--- src/rtl/core/dtcl_pkg.sv ---
package dtcl_pkg;

    localparam int ID_W       = 3;
    localparam int STATUS_W   = 8;
    localparam int POS_W      = 16;
    localparam int CMD_W      = 2;
    localparam int TRIG_W     = 15;
    localparam int MASK_W     = 6;
    localparam int ORDER_W    = 18;
    localparam int ACC_W      = 17;
    localparam int DELTA_W    = 16;
    localparam int CFG_IDX_W  = 2;
    localparam int CFG_DATA_W = 18;

    localparam logic [CMD_W-1:0] CMD_REPORT = 2'd0;
    localparam logic [CMD_W-1:0] CMD_BEGIN  = 2'd1;
    localparam logic [CMD_W-1:0] CMD_HALT   = 2'd2;

    localparam logic [STATUS_W-1:0] STATUS_DONE  = 8'd10;
    localparam logic [STATUS_W-1:0] STATUS_LIMIT = 8'd8;

    localparam logic [CFG_IDX_W-1:0] CFG_TRIGGER = 2'd0;
    localparam logic [CFG_IDX_W-1:0] CFG_REF     = 2'd1;
    localparam logic [CFG_IDX_W-1:0] CFG_MASK    = 2'd2;
    localparam logic [CFG_IDX_W-1:0] CFG_ORDER   = 2'd3;

    localparam logic [TRIG_W-1:0]  TRIG_RST  = 15'd1280;
    localparam logic [ID_W-1:0]    REF_RST   = 3'd1;
    localparam logic [MASK_W-1:0]  MASK_RST  = 6'd63;
    localparam logic [ORDER_W-1:0] ORDER_RST = 18'd219345;

    typedef struct packed {
        logic [CMD_W-1:0]        command;
        logic [ID_W-1:0]         reporter_id;
        logic [STATUS_W-1:0]     report_status;
        logic signed [POS_W-1:0] position;
    } report_t;

    typedef struct packed {
        logic            launch_valid;
        logic [ID_W-1:0] launch_id;
        logic            last;
        logic            accepted;
        logic            all_complete;
        logic            hit_limit;
    } result_t;

    typedef struct packed {
        logic load;
        logic prep;
        logic acc_add;
        logic walk_start;
        logic walk_step;
        logic begin_park;
        logic launch;
        logic rem_start;
        logic rem_finish;
        logic finish;
    } dp_cmd_t;

    typedef struct packed {
        logic is_begin;
        logic is_report;
        logic run_loop;
        logic acc_ge;
        logic walk_hit;
        logic walk_end;
        logic rem_done;
        logic out_free;
    } dp_stat_t;

    // Device number held in a ring slot; slots past the register read as 0.
    function automatic logic [ID_W-1:0] slot_device(input logic [ORDER_W-1:0] order,
                                                     input logic [ID_W-1:0] slot);
        logic [ID_W-1:0] id;
        unique case (slot)
            3'd0:    id = order[2:0];
            3'd1:    id = order[5:3];
            3'd2:    id = order[8:6];
            3'd3:    id = order[11:9];
            3'd4:    id = order[14:12];
            3'd5:    id = order[17:15];
            default: id = '0;
        endcase
        return id;
    endfunction

endpackage

--- src/rtl/core/distance_triggered_cascade_launcher.sv ---
// One item at a time. A stop or unknown command goes from prep straight to the final beat; a
// report adds its travel to the accumulator when it has any, and a begin walks the ring.
// Each launch walks the ring, then issues the launch and compares again; a dry ring costs
// a full walk and a remainder fold. A stalled output holds the launch and final states.
// A new item is taken while the final beat still waits. Reset (rst_n low, asynchronous)
// disarms, clears marks, positions and accumulator, and loads the default registers.
module distance_triggered_cascade_launcher
    import dtcl_pkg::*;
#(
    parameter int NUM_DEVICES = 6
)(
    input  logic                  clk,
    input  logic                  rst_n,
    input  logic                  report_valid,
    output logic                  report_stall,
    input  report_t               report,
    output logic                  result_valid,
    input  logic                  result_stall,
    output result_t               result,
    input  logic                  cfg_valid,
    output logic                  cfg_ready,
    input  logic [CFG_IDX_W-1:0]  cfg_index,
    input  logic [CFG_DATA_W-1:0] cfg_data
);
    dp_cmd_t  cmd;
    dp_stat_t stat;

    assign cfg_ready = 1'b1;

    dtcl_ctrl u_ctrl (
        .clk          (clk),
        .rst_n        (rst_n),
        .report_valid (report_valid),
        .report_stall (report_stall),
        .stat         (stat),
        .cmd          (cmd)
    );

    dtcl_datapath #(
        .NUM_DEVICES (NUM_DEVICES)
    ) u_dp (
        .clk          (clk),
        .rst_n        (rst_n),
        .cfg_valid    (cfg_valid),
        .cfg_index    (cfg_index),
        .cfg_data     (cfg_data),
        .report       (report),
        .cmd          (cmd),
        .stat         (stat),
        .result_stall (result_stall),
        .result_valid (result_valid),
        .result       (result)
    );

endmodule

--- src/rtl/core/dtcl_rem_unit.sv ---
module dtcl_rem_unit
    import dtcl_pkg::*;
(
    input  logic              clk,
    input  logic              rst_n,
    input  logic              start,
    input  logic [ACC_W-1:0]  dividend,
    input  logic [TRIG_W-1:0] divisor,
    output logic              done,
    output logic [TRIG_W-1:0] remainder
);
    localparam int CNT_W = $clog2(ACC_W + 1);

    logic              busy_reg, busy_next;
    logic [CNT_W-1:0]  cnt_reg, cnt_next;
    logic [ACC_W-1:0]  shift_reg, shift_next;
    logic [TRIG_W-1:0] rem_reg, rem_next;
    logic [TRIG_W:0]   trial;

    // Restoring remainder: bring in one dividend bit a cycle, MSB first.
    assign trial = {rem_reg, shift_reg[ACC_W-1]};

    always_comb
    begin
        busy_next  = busy_reg;
        cnt_next   = cnt_reg;
        shift_next = shift_reg;
        rem_next   = rem_reg;
        if (start)
        begin
            busy_next  = 1'b1;
            cnt_next   = CNT_W'(ACC_W);
            shift_next = dividend;
            rem_next   = '0;
        end
        else if (busy_reg && cnt_reg != '0)
        begin
            cnt_next   = cnt_reg - 1'b1;
            shift_next = {shift_reg[ACC_W-2:0], 1'b0};
            if (trial >= {1'b0, divisor})
                rem_next = TRIG_W'(trial - {1'b0, divisor});
            else
                rem_next = trial[TRIG_W-1:0];
        end
        else if (busy_reg)
        begin
            busy_next = 1'b0;
        end
    end

    always_ff @(posedge clk or negedge rst_n)
    begin
        if (!rst_n)
        begin
            busy_reg <= 1'b0;
            cnt_reg  <= '0;
        end
        else
        begin
            busy_reg <= busy_next;
            cnt_reg  <= cnt_next;
        end
    end

    always_ff @(posedge clk)
    begin
        shift_reg <= shift_next;
        rem_reg   <= rem_next;
    end

    assign done      = busy_reg && cnt_reg == '0;
    assign remainder = rem_reg;

endmodule

--- src/rtl/core/dtcl_datapath.sv ---
module dtcl_datapath
    import dtcl_pkg::*;
#(
    parameter int NUM_DEVICES = 6
)(
    input  logic                  clk,
    input  logic                  rst_n,
    input  logic                  cfg_valid,
    input  logic [CFG_IDX_W-1:0]  cfg_index,
    input  logic [CFG_DATA_W-1:0] cfg_data,
    input  report_t               report,
    input  dp_cmd_t               cmd,
    output dp_stat_t              stat,
    input  logic                  result_stall,
    output logic                  result_valid,
    output result_t               result
);
    localparam int IDW = $clog2(NUM_DEVICES);
    localparam logic [ID_W-1:0] LAST_ID   = ID_W'(NUM_DEVICES);
    localparam logic [IDW-1:0]  LAST_SLOT = IDW'(NUM_DEVICES - 1);

    logic [TRIG_W-1:0]  trig_reg;
    logic [ID_W-1:0]    ref_reg;
    logic [MASK_W-1:0]  mask_reg;
    logic [ORDER_W-1:0] order_reg;

    report_t                 item_reg;
    logic signed [POS_W-1:0] last_pos_reg [NUM_DEVICES];
    logic signed [POS_W-1:0] last_pos_next [NUM_DEVICES];
    logic [NUM_DEVICES-1:0]  launched_reg, launched_next;
    logic [NUM_DEVICES-1:0]  completed_reg, completed_next;
    logic [ACC_W-1:0]        acc_reg, acc_next;
    logic [IDW-1:0]          search_reg, search_next;
    logic                    armed_reg, armed_next;
    logic [DELTA_W-1:0]      delta_reg, delta_next;
    logic                    track_reg, track_next;
    logic                    accepted_reg, accepted_next;
    logic                    hit_reg, hit_next;
    logic [IDW-1:0]          walk_slot_reg, walk_slot_next;
    logic [IDW-1:0]          walk_cnt_reg, walk_cnt_next;
    logic                    pending_valid_reg, pending_valid_next;
    logic [ID_W-1:0]         pending_id_reg, pending_id_next;
    logic                    result_valid_reg, result_valid_next;
    result_t                 result_reg, result_next;

    logic [NUM_DEVICES-1:0]  en_vec;
    logic [TRIG_W-1:0]       trig_eff;
    logic [ID_W-1:0]         walk_id;
    logic                    walk_hit;
    logic [IDW-1:0]          start_slot;
    logic                    all_done;
    logic signed [POS_W:0]   pos_diff;
    logic [ACC_W:0]          acc_sum;
    logic                    rem_done;
    logic [TRIG_W-1:0]       rem_value;

    function automatic logic [IDW-1:0] ring_next(input logic [IDW-1:0] s);
        logic [IDW-1:0] r;
        if (s == LAST_SLOT)
            r = '0;
        else
            r = IDW'(s + 1'b1);
        return r;
    endfunction

    function automatic logic [IDW-1:0] dev_idx(input logic [ID_W-1:0] id);
        logic [ID_W-1:0] d;
        d = id - 1'b1;
        return d[IDW-1:0];
    endfunction

    function automatic logic dev_ok(input logic [ID_W-1:0] id);
        return id != '0 && id <= LAST_ID;
    endfunction

    // Devices beyond the mask width have no enable bit.
    for (genvar g = 0; g < NUM_DEVICES; g++)
    begin : g_en
        if (g < MASK_W)
        begin : g_bit
            assign en_vec[g] = mask_reg[g];
        end
        else
        begin : g_none
            assign en_vec[g] = 1'b0;
        end
    end

    function automatic logic dev_en(input logic [ID_W-1:0] id,
                                    input logic [NUM_DEVICES-1:0] en);
        return dev_ok(id) && en[dev_idx(id)];
    endfunction

    assign trig_eff = (trig_reg == '0) ? TRIG_W'(1) : trig_reg;
    assign walk_id  = slot_device(order_reg, ID_W'(walk_slot_reg));
    assign walk_hit = dev_en(walk_id, en_vec) && walk_id != ref_reg &&
                      !launched_reg[dev_idx(walk_id)];
    assign all_done = &(~en_vec | completed_reg);
    assign pos_diff = {item_reg.position[POS_W-1], item_reg.position} -
                      {last_pos_reg[dev_idx(item_reg.reporter_id)][POS_W-1],
                       last_pos_reg[dev_idx(item_reg.reporter_id)]};
    assign acc_sum  = {1'b0, acc_reg} + (ACC_W + 1)'(delta_reg);

    // Search resumes after the reference's own slot; lowest matching slot wins.
    always_comb
    begin
        start_slot = '0;
        for (int i = NUM_DEVICES - 1; i >= 0; i--)
        begin
            if (slot_device(order_reg, ID_W'(i)) == ref_reg)
                start_slot = ring_next(IDW'(i));
        end
    end

    dtcl_rem_unit u_rem (
        .clk       (clk),
        .rst_n     (rst_n),
        .start     (cmd.rem_start),
        .dividend  (acc_reg),
        .divisor   (trig_eff),
        .done      (rem_done),
        .remainder (rem_value)
    );

    always_comb
    begin
        last_pos_next      = last_pos_reg;
        launched_next      = launched_reg;
        completed_next     = completed_reg;
        acc_next           = acc_reg;
        search_next        = search_reg;
        armed_next         = armed_reg;
        delta_next         = delta_reg;
        track_next         = track_reg;
        accepted_next      = accepted_reg;
        hit_next           = hit_reg;
        walk_slot_next     = walk_slot_reg;
        walk_cnt_next      = walk_cnt_reg;
        pending_valid_next = pending_valid_reg;
        pending_id_next    = pending_id_reg;
        result_valid_next  = result_valid_reg && result_stall;
        result_next        = result_reg;

        if (cmd.prep)
        begin
            accepted_next = 1'b0;
            hit_next      = 1'b0;
            track_next    = 1'b0;
            unique case (item_reg.command)
                CMD_REPORT:
                begin
                    if (dev_en(item_reg.reporter_id, en_vec))
                    begin
                        accepted_next = 1'b1;
                        last_pos_next[dev_idx(item_reg.reporter_id)] = item_reg.position;
                        delta_next = pos_diff[POS_W] ? DELTA_W'(-pos_diff)
                                                     : pos_diff[DELTA_W-1:0];
                        track_next = armed_reg && item_reg.reporter_id == ref_reg;
                        if (item_reg.report_status == STATUS_DONE)
                            completed_next[dev_idx(item_reg.reporter_id)] = 1'b1;
                        hit_next = item_reg.report_status == STATUS_LIMIT;
                    end
                end
                CMD_BEGIN:
                begin
                    accepted_next  = 1'b1;
                    armed_next     = 1'b1;
                    launched_next  = '0;
                    if (dev_ok(ref_reg))
                        launched_next[dev_idx(ref_reg)] = 1'b1;
                    completed_next     = '0;
                    acc_next           = '0;
                    search_next        = start_slot;
                    walk_slot_next     = start_slot;
                    walk_cnt_next      = '0;
                    pending_valid_next = dev_en(ref_reg, en_vec);
                    pending_id_next    = ref_reg;
                end
                CMD_HALT:
                begin
                    accepted_next = 1'b1;
                    armed_next    = 1'b0;
                end
                default:
                begin
                end
            endcase
        end

        if (cmd.acc_add)
            acc_next = acc_sum[ACC_W] ? '1 : acc_sum[ACC_W-1:0];

        if (cmd.walk_start)
        begin
            walk_slot_next = search_reg;
            walk_cnt_next  = '0;
        end

        if (cmd.walk_step)
        begin
            walk_slot_next = ring_next(walk_slot_reg);
            walk_cnt_next  = IDW'(walk_cnt_reg + 1'b1);
        end

        if (cmd.begin_park)
            search_next = walk_slot_reg;

        // Hold the newest launch back until we know whether it is the final beat.
        if (cmd.launch)
        begin
            launched_next[dev_idx(walk_id)] = 1'b1;
            search_next = ring_next(walk_slot_reg);
            acc_next    = acc_reg - ACC_W'(trig_eff);
            if (pending_valid_reg)
            begin
                result_valid_next        = 1'b1;
                result_next.launch_valid = 1'b1;
                result_next.launch_id    = pending_id_reg;
                result_next.last         = 1'b0;
                result_next.accepted     = accepted_reg;
                result_next.all_complete = all_done;
                result_next.hit_limit    = hit_reg;
            end
            pending_valid_next = 1'b1;
            pending_id_next    = walk_id;
        end

        if (cmd.rem_finish)
            acc_next = ACC_W'(rem_value);

        if (cmd.finish)
        begin
            result_valid_next        = 1'b1;
            result_next.launch_valid = pending_valid_reg;
            result_next.launch_id    = pending_valid_reg ? pending_id_reg : '0;
            result_next.last         = 1'b1;
            result_next.accepted     = accepted_reg;
            result_next.all_complete = all_done;
            result_next.hit_limit    = hit_reg;
            pending_valid_next       = 1'b0;
        end
    end

    always_ff @(posedge clk or negedge rst_n)
    begin
        if (!rst_n)
        begin
            trig_reg          <= TRIG_RST;
            ref_reg           <= REF_RST;
            mask_reg          <= MASK_RST;
            order_reg         <= ORDER_RST;
            for (int i = 0; i < NUM_DEVICES; i++)
                last_pos_reg[i] <= '0;
            launched_reg      <= '0;
            completed_reg     <= '0;
            acc_reg           <= '0;
            search_reg        <= '0;
            armed_reg         <= 1'b0;
            track_reg         <= 1'b0;
            pending_valid_reg <= 1'b0;
            result_valid_reg  <= 1'b0;
        end
        else
        begin
            if (cfg_valid)
            begin
                unique case (cfg_index)
                    CFG_TRIGGER: trig_reg  <= cfg_data[TRIG_W-1:0];
                    CFG_REF:     ref_reg   <= cfg_data[ID_W-1:0];
                    CFG_MASK:    mask_reg  <= cfg_data[MASK_W-1:0];
                    CFG_ORDER:   order_reg <= cfg_data[ORDER_W-1:0];
                    default:     trig_reg  <= trig_reg;
                endcase
            end
            last_pos_reg      <= last_pos_next;
            launched_reg      <= launched_next;
            completed_reg     <= completed_next;
            acc_reg           <= acc_next;
            search_reg        <= search_next;
            armed_reg         <= armed_next;
            track_reg         <= track_next;
            pending_valid_reg <= pending_valid_next;
            result_valid_reg  <= result_valid_next;
        end
    end

    always_ff @(posedge clk)
    begin
        if (cmd.load)
            item_reg <= report;
        delta_reg      <= delta_next;
        accepted_reg   <= accepted_next;
        hit_reg        <= hit_next;
        walk_slot_reg  <= walk_slot_next;
        walk_cnt_reg   <= walk_cnt_next;
        pending_id_reg <= pending_id_next;
        result_reg     <= result_next;
    end

    assign stat.is_begin  = item_reg.command == CMD_BEGIN;
    assign stat.is_report = item_reg.command == CMD_REPORT;
    assign stat.run_loop  = track_reg && delta_reg != '0;
    assign stat.acc_ge    = acc_reg >= ACC_W'(trig_eff);
    assign stat.walk_hit  = walk_hit;
    assign stat.walk_end  = walk_cnt_reg == LAST_SLOT;
    assign stat.rem_done  = rem_done;
    assign stat.out_free  = !result_valid_reg || !result_stall;

    assign result_valid = result_valid_reg;
    assign result       = result_reg;

endmodule

--- src/rtl/core/dtcl_ctrl.sv ---
module dtcl_ctrl
    import dtcl_pkg::*;
(
    input  logic     clk,
    input  logic     rst_n,
    input  logic     report_valid,
    output logic     report_stall,
    input  dp_stat_t stat,
    output dp_cmd_t  cmd
);
    typedef enum logic [7:0] {
        S_IDLE   = 8'b0000_0001,
        S_PREP   = 8'b0000_0010,
        S_ACC    = 8'b0000_0100,
        S_CMP    = 8'b0000_1000,
        S_WALK   = 8'b0001_0000,
        S_LAUNCH = 8'b0010_0000,
        S_REM    = 8'b0100_0000,
        S_FINISH = 8'b1000_0000
    } state_t;

    state_t state_reg, state_next;

    always_comb
    begin
        state_next   = state_reg;
        cmd          = '0;
        report_stall = 1'b1;
        unique case (state_reg)
            S_IDLE:
            begin
                report_stall = 1'b0;
                if (report_valid)
                begin
                    cmd.load   = 1'b1;
                    state_next = S_PREP;
                end
            end
            S_PREP:
            begin
                cmd.prep = 1'b1;
                if (stat.is_begin)
                    state_next = S_WALK;
                else if (stat.is_report)
                    state_next = S_ACC;
                else
                    state_next = S_FINISH;
            end
            S_ACC:
            begin
                if (stat.run_loop)
                begin
                    cmd.acc_add = 1'b1;
                    state_next  = S_CMP;
                end
                else
                begin
                    state_next = S_FINISH;
                end
            end
            S_CMP:
            begin
                if (stat.acc_ge)
                begin
                    cmd.walk_start = 1'b1;
                    state_next     = S_WALK;
                end
                else
                begin
                    state_next = S_FINISH;
                end
            end
            S_WALK:
            begin
                if (stat.walk_hit)
                begin
                    if (stat.is_begin)
                    begin
                        cmd.begin_park = 1'b1;
                        state_next     = S_FINISH;
                    end
                    else
                    begin
                        state_next = S_LAUNCH;
                    end
                end
                else if (stat.walk_end)
                begin
                    if (stat.is_begin)
                    begin
                        state_next = S_FINISH;
                    end
                    else
                    begin
                        // Ring exhausted: fold the accumulator modulo the trigger.
                        cmd.rem_start = 1'b1;
                        state_next    = S_REM;
                    end
                end
                else
                begin
                    cmd.walk_step = 1'b1;
                end
            end
            S_LAUNCH:
            begin
                if (stat.out_free)
                begin
                    cmd.launch = 1'b1;
                    state_next = S_CMP;
                end
            end
            S_REM:
            begin
                if (stat.rem_done)
                begin
                    cmd.rem_finish = 1'b1;
                    state_next     = S_FINISH;
                end
            end
            S_FINISH:
            begin
                if (stat.out_free)
                begin
                    cmd.finish = 1'b1;
                    state_next = S_IDLE;
                end
            end
            default:
            begin
                state_next = S_IDLE;
            end
        endcase
    end

    always_ff @(posedge clk or negedge rst_n)
    begin
        if (!rst_n)
            state_reg <= S_IDLE;
        else
            state_reg <= state_next;
    end

endmodule

--- config.mk ---
export PLATFORM = sky130hd
export DESIGN_NAME = distance_triggered_cascade_launcher
export DESIGN_NICKNAME = d
export VERILOG_FILES = /design/src/rtl/core/dtcl_pkg.sv /design/src/rtl/core/distance_triggered_cascade_launcher.sv /design/src/rtl/core/dtcl_rem_unit.sv /design/src/rtl/core/dtcl_datapath.sv /design/src/rtl/core/dtcl_ctrl.sv
export SDC_FILE = /design/constraint.sdc
export NUM_CORES = 1
export LEC_CHECK = 0
export BUFFER_PORTS_ARGS = -buffer_cell sky130_fd_sc_hd__buf_2
export CAP_MARGIN = 10
export CORE_ASPECT_RATIO = 0.9
export CORE_UTILIZATION = 45
export DETAILED_ROUTE_END_ITERATION = 16
export GPL_TIMING_DRIVEN = 0
export SYNTH_ARGS = -nofsm -noshare
export SYNTH_HDL_FRONTEND = slang
export SYNTH_SLANG_ARGS = --single-unit
--- constraint.sdc ---
create_clock -name clk -period 5.2 [get_ports clk]
set_input_delay 0.26 -clock clk [delete_from_list [all_inputs] [get_ports clk]]
set_output_delay 0.26 -clock clk [all_outputs]
set_load 0.05 [all_outputs]
==> results.py <==
metrics = {
    "job": {
        "maxCapViolCount": 0,
    },
    "clock_tree": {
        "numClockSinks": 284,
        "path_clk_slew_ns": 0.07,
        "root_buffer": "clkbuf_16",
        "cts_htree_levels": 1,
        "cts_made_buffers": 31,
        "clkLatencyLatePin_ns": 0.58,
        "clk_path_buf_depth": 3,
        "cts_tree": "done",
    },
    "sta": {
        "rsz0062_at_grt": "false",
        "slew_violations": 0,
        "finalSetupViolCount": 0,
        "fin_skew_ns": 0.0116,
        "finalCriticalPeriod_ns": 4.95,
        "worst_pin_slew_ns": 1.22,
        "fin_ws_ns": 0.246,
        "slew_headroom_pct": 16.6,
        "finalCritPeriodShare_pct": 95.3,
        "hold_viol_final": 0,
        "achievable-frequency_ghz": 0.202,
    },
    "synth": {
        "postSynthCellCount": 1572,
        "yosysWarnings": 0,
        "ys_seq_area_share_pct": 45.2,
        "syn_avg_cell_area_um2": 10.5,
        "synth_nets": 1711,
        "synth_xor_area_share_pct": 4.52,
        "synth_edf_count": 80,
        "synth_area_um2": 16500,
        "synth_fa_ha_area_share_pct": 6.63,
        "ys_types": 84,
        "synth_top_family_by_area": "compound AO/OA/AOI/OAI gates",
        "yosys-mux-area-fraction_pct": 12.6,
        "synth-simple-area-share_pct": 12.0,
        "synth_compound_area_share_pct": 15.7,
        "synthArstFlopShare_pct": 66.2,
        "ys.flop_type": "dfrtp_1",
        "synth_seq_cells": 284,
    },
    "power_and_ir_drop": {
        "p_leak_nw": 8.26,
        "peakVddDrop_v": 0.000283,
        "power_density_nw_per_um2": 434,
    },
    "worst_setup_path": {
        "crit_path_end_kind": "flop",
        "startpoint_type": "flop",
        "cp_max_fo": 12,
        "critical_path_arrival_ns": 5.27,
        "crit_type": "reg -> reg",
        "required_ns": 5.52,
        "r2r-start": "u_dp.item_reg[24]$_DFFE_PP_",
        "crit_start": "u_dp.item_reg[24]$_DFFE_PP_",
    },
    "floorplanning": {
        "rows": 66,
        "die_x_um": 204,
        "dieArea_um2": 37400,
        "num_io_pins": 65,
        "core_area_um2": 36100,
        "floorplan.initialDensity_pct": 45.7,
        "die_h_um": 184,
    },
    "min_path": {
        "min-delay-start": "cfg_data[2]",
        "hp-class": "in -> reg",
    },
    "global_routing": {
        "antenna_found_initial": 0,
        "grt_pass1_vias": 12218,
        "globalRouteMet2Util_pct": 35.3,
        "use_met3_pct": 3.97,
        "grt_pass1_wl_um": 68300,
        "grt_max_degree": 107,
        "grtUsageMet1_pct": 34.1,
        "grtUsageTotal_pct": 23.0,
        "grt_overflow_total": 0,
        "grt.busiest_layer": "met2",
    },
    "drt": {
        "drc_errors": 0,
        "first_pass_iters": 8,
        "antenna_left": 0,
        "wl_per_cell_um": 19.2,
        "routed_wl_um": 42700,
        "routed-via-count": 12632,
        "drtIter0Drc": 833,
        "via_per_inst": 5.69,
    },
    "cells_and_area": {
        "fillers": 3160,
        "largest_reg_flops": 96,
        "diodes": 0,
        "fin_area_um2": 19200,
        "regArea_um2": 7450,
        "drive_gt1_share_pct": 19.2,
        "nets": 1859,
        "layout_common_cells": "dfrtp_1 (169), mux2_2 (124), nand2_1 (108)",
        "final_common_cell": "dfrtp_1",
        "multi_input_area_um2": 8640,
        "syn_to_final_growth_pct": 16.3,
    },
    "place": {
        "io_buffers": 63,
        "place.gp.congestion": 0.894,
        "dp.final_hpwl_um": 31400,
        "place_ws_ns": -1.36,
        "placed_cell_area_um2": 17500,
    },
    "outcome": {
        "status": "finished clean",
    },
}
==> final cells by class <==
| cell class | count | share of cell area (%) |
|---|---|---|
| Sequential cell | 284 | 38.9 |
| Multi-Input combinational cell | 1153 | 45.1 |
| Tap cell | 476 | 3.11 |
| Inverter | 68 | 1.33 |
| Clock inverter | 12 | 0.320 |
| Clock buffer | 46 | 4.85 |
| Buffer | 64 | 1.82 |
| Timing Repair Buffer | 118 | 4.60 |
==> critical path: stages (launching register included) <==
cell       delay [ns]
edfxtp_1         0.41
buf_6            0.19
inv_2            0.08
buf_8            0.15
ha_2             0.37
buf_6            0.18
buf_6            0.19
buf_2            0.24
a31oi_1          0.10
o22ai_1          0.24
a21oi_1          0.13
fa_1             0.50
a21o_1           0.22
a31oi_1          0.22
a211oi_1         0.11
a2111oi_1        0.39
nor2_1           0.18
or4_1            0.54
o21ai_1          0.16
xnor2_1          0.09
==> cells in the mapped netlist (all sizes together) (18+ instances only) <==
| master | instances | area share (%) |
|---|---|---|
| nor2 | 108 | 2.5 |
| a21oi | 96 | 2.9 |
| nor3 | 29 | 0.88 |
| clkbuf | 45 | 1.0 |
| nand3 | 37 | 1.1 |
| nor2b | 19 | 0.72 |
| o22ai | 18 | 0.68 |
| buf | 22 | 0.71 |
| inv | 67 | 1.5 |
| dfrtp | 169 | 26 |
| and2 | 19 | 0.72 |
| xor2 | 32 | 1.7 |
| edfxtp | 80 | 15 |
| mux2 | 141 | 9.9 |
| a21o | 29 | 1.3 |
| o21ai | 91 | 2.8 |
| xnor2 | 53 | 2.8 |
| ha | 81 | 6.1 |
| a31oi | 21 | 0.80 |
| dfstp | 19 | 3.0 |
| mux2i | 39 | 2.4 |
| nand2 | 108 | 2.5 |
==> kinds of logic (layout without fill, tap and decap cells) <==
logic type               after synthesis  after routing
AO/OA/AOI/OAI                        395            395
XOR/XNOR                              85             85
adder cells (fa/ha/maj)               85             85
buffers and inverters                135            308
flip-flops                           284            284
multiplexers                         182            182
other                                  1              1
AND/OR/NAND/NOR                      405            405
==> through the flow <==
stage / setup TNS, ns / hold WS (ns) / power [W] / utilization (%) / instances
final: 0 / 0.0293 / 0.00831 / 53.1 / 2221
after global routing: 0 / 0.0274 / 0.00882 / 53.1 / 2221
after CTS: 0 / 0.00610 / 0.00829 / 52.8 / 2218
after detailed placement: -19.12 / 0.325 / 0.00602 / 48.4 / 2112
after global placement: -18.41 / 0.436 / 0.00596 / 48.2 / 2111
after floorplan: 0 / -0.0356 / 0.00521 / - / 1572
==> power breakdown <==
part,total (W),switching (W),internal (W)
clock,0.00215,0.000916,0.00123
sequential,0.00306,0.000343,0.00271
combinational,0.00311,0.00182,0.00129
total,0.00831,0.00308,0.00523
==> timing repair <==
| item | in CTS | in global routing |
|---|---|---|
| endpoints found under the hold margin | 130 | 0 |
| hold buffers | 49 | 0 |
| pin swaps | 0 | 3 |
| setup buffers | 1 | 4 |
| setup endpoints to repair | 32 | 31 |
| resized for setup | 37 | 22 |
==> per-layer routing <==
metal	vias to the layer above	routed length, um
met3	48	2250
met5	-	0
met4	0	719
met2	307	18700
met1	6189	21000
li1	6088	-
==> worst paths after layout <==
| kind | cells after the start | endpoint | slack [ns] |
|---|---|---|---|
| min in group asynchronous | 2 | u_dp.last_pos_reg[43]$_DFFE_PN0P_ | 0.26 |
| max in group asynchronous | 3 | u_dp.ref_reg[1]$_DFFE_PN0P_ | 3.94 |
| hold / removal | 3 | u_dp.trig_reg[2]$_DFFE_PN0P_ | 0.03 |
| hold reg to reg | 1 | u_dp.u_rem.cnt_reg[4]$_DFFE_PN0P_ | 0.48 |
| setup reg to reg | 19 | u_dp.delta_reg[12]$_DFFE_PP_ | 0.25 |
| setup / recovery | 19 | u_dp.delta_reg[12]$_DFFE_PP_ | 0.25 |
No activity file was read; power rests on OpenSTA's default activity.
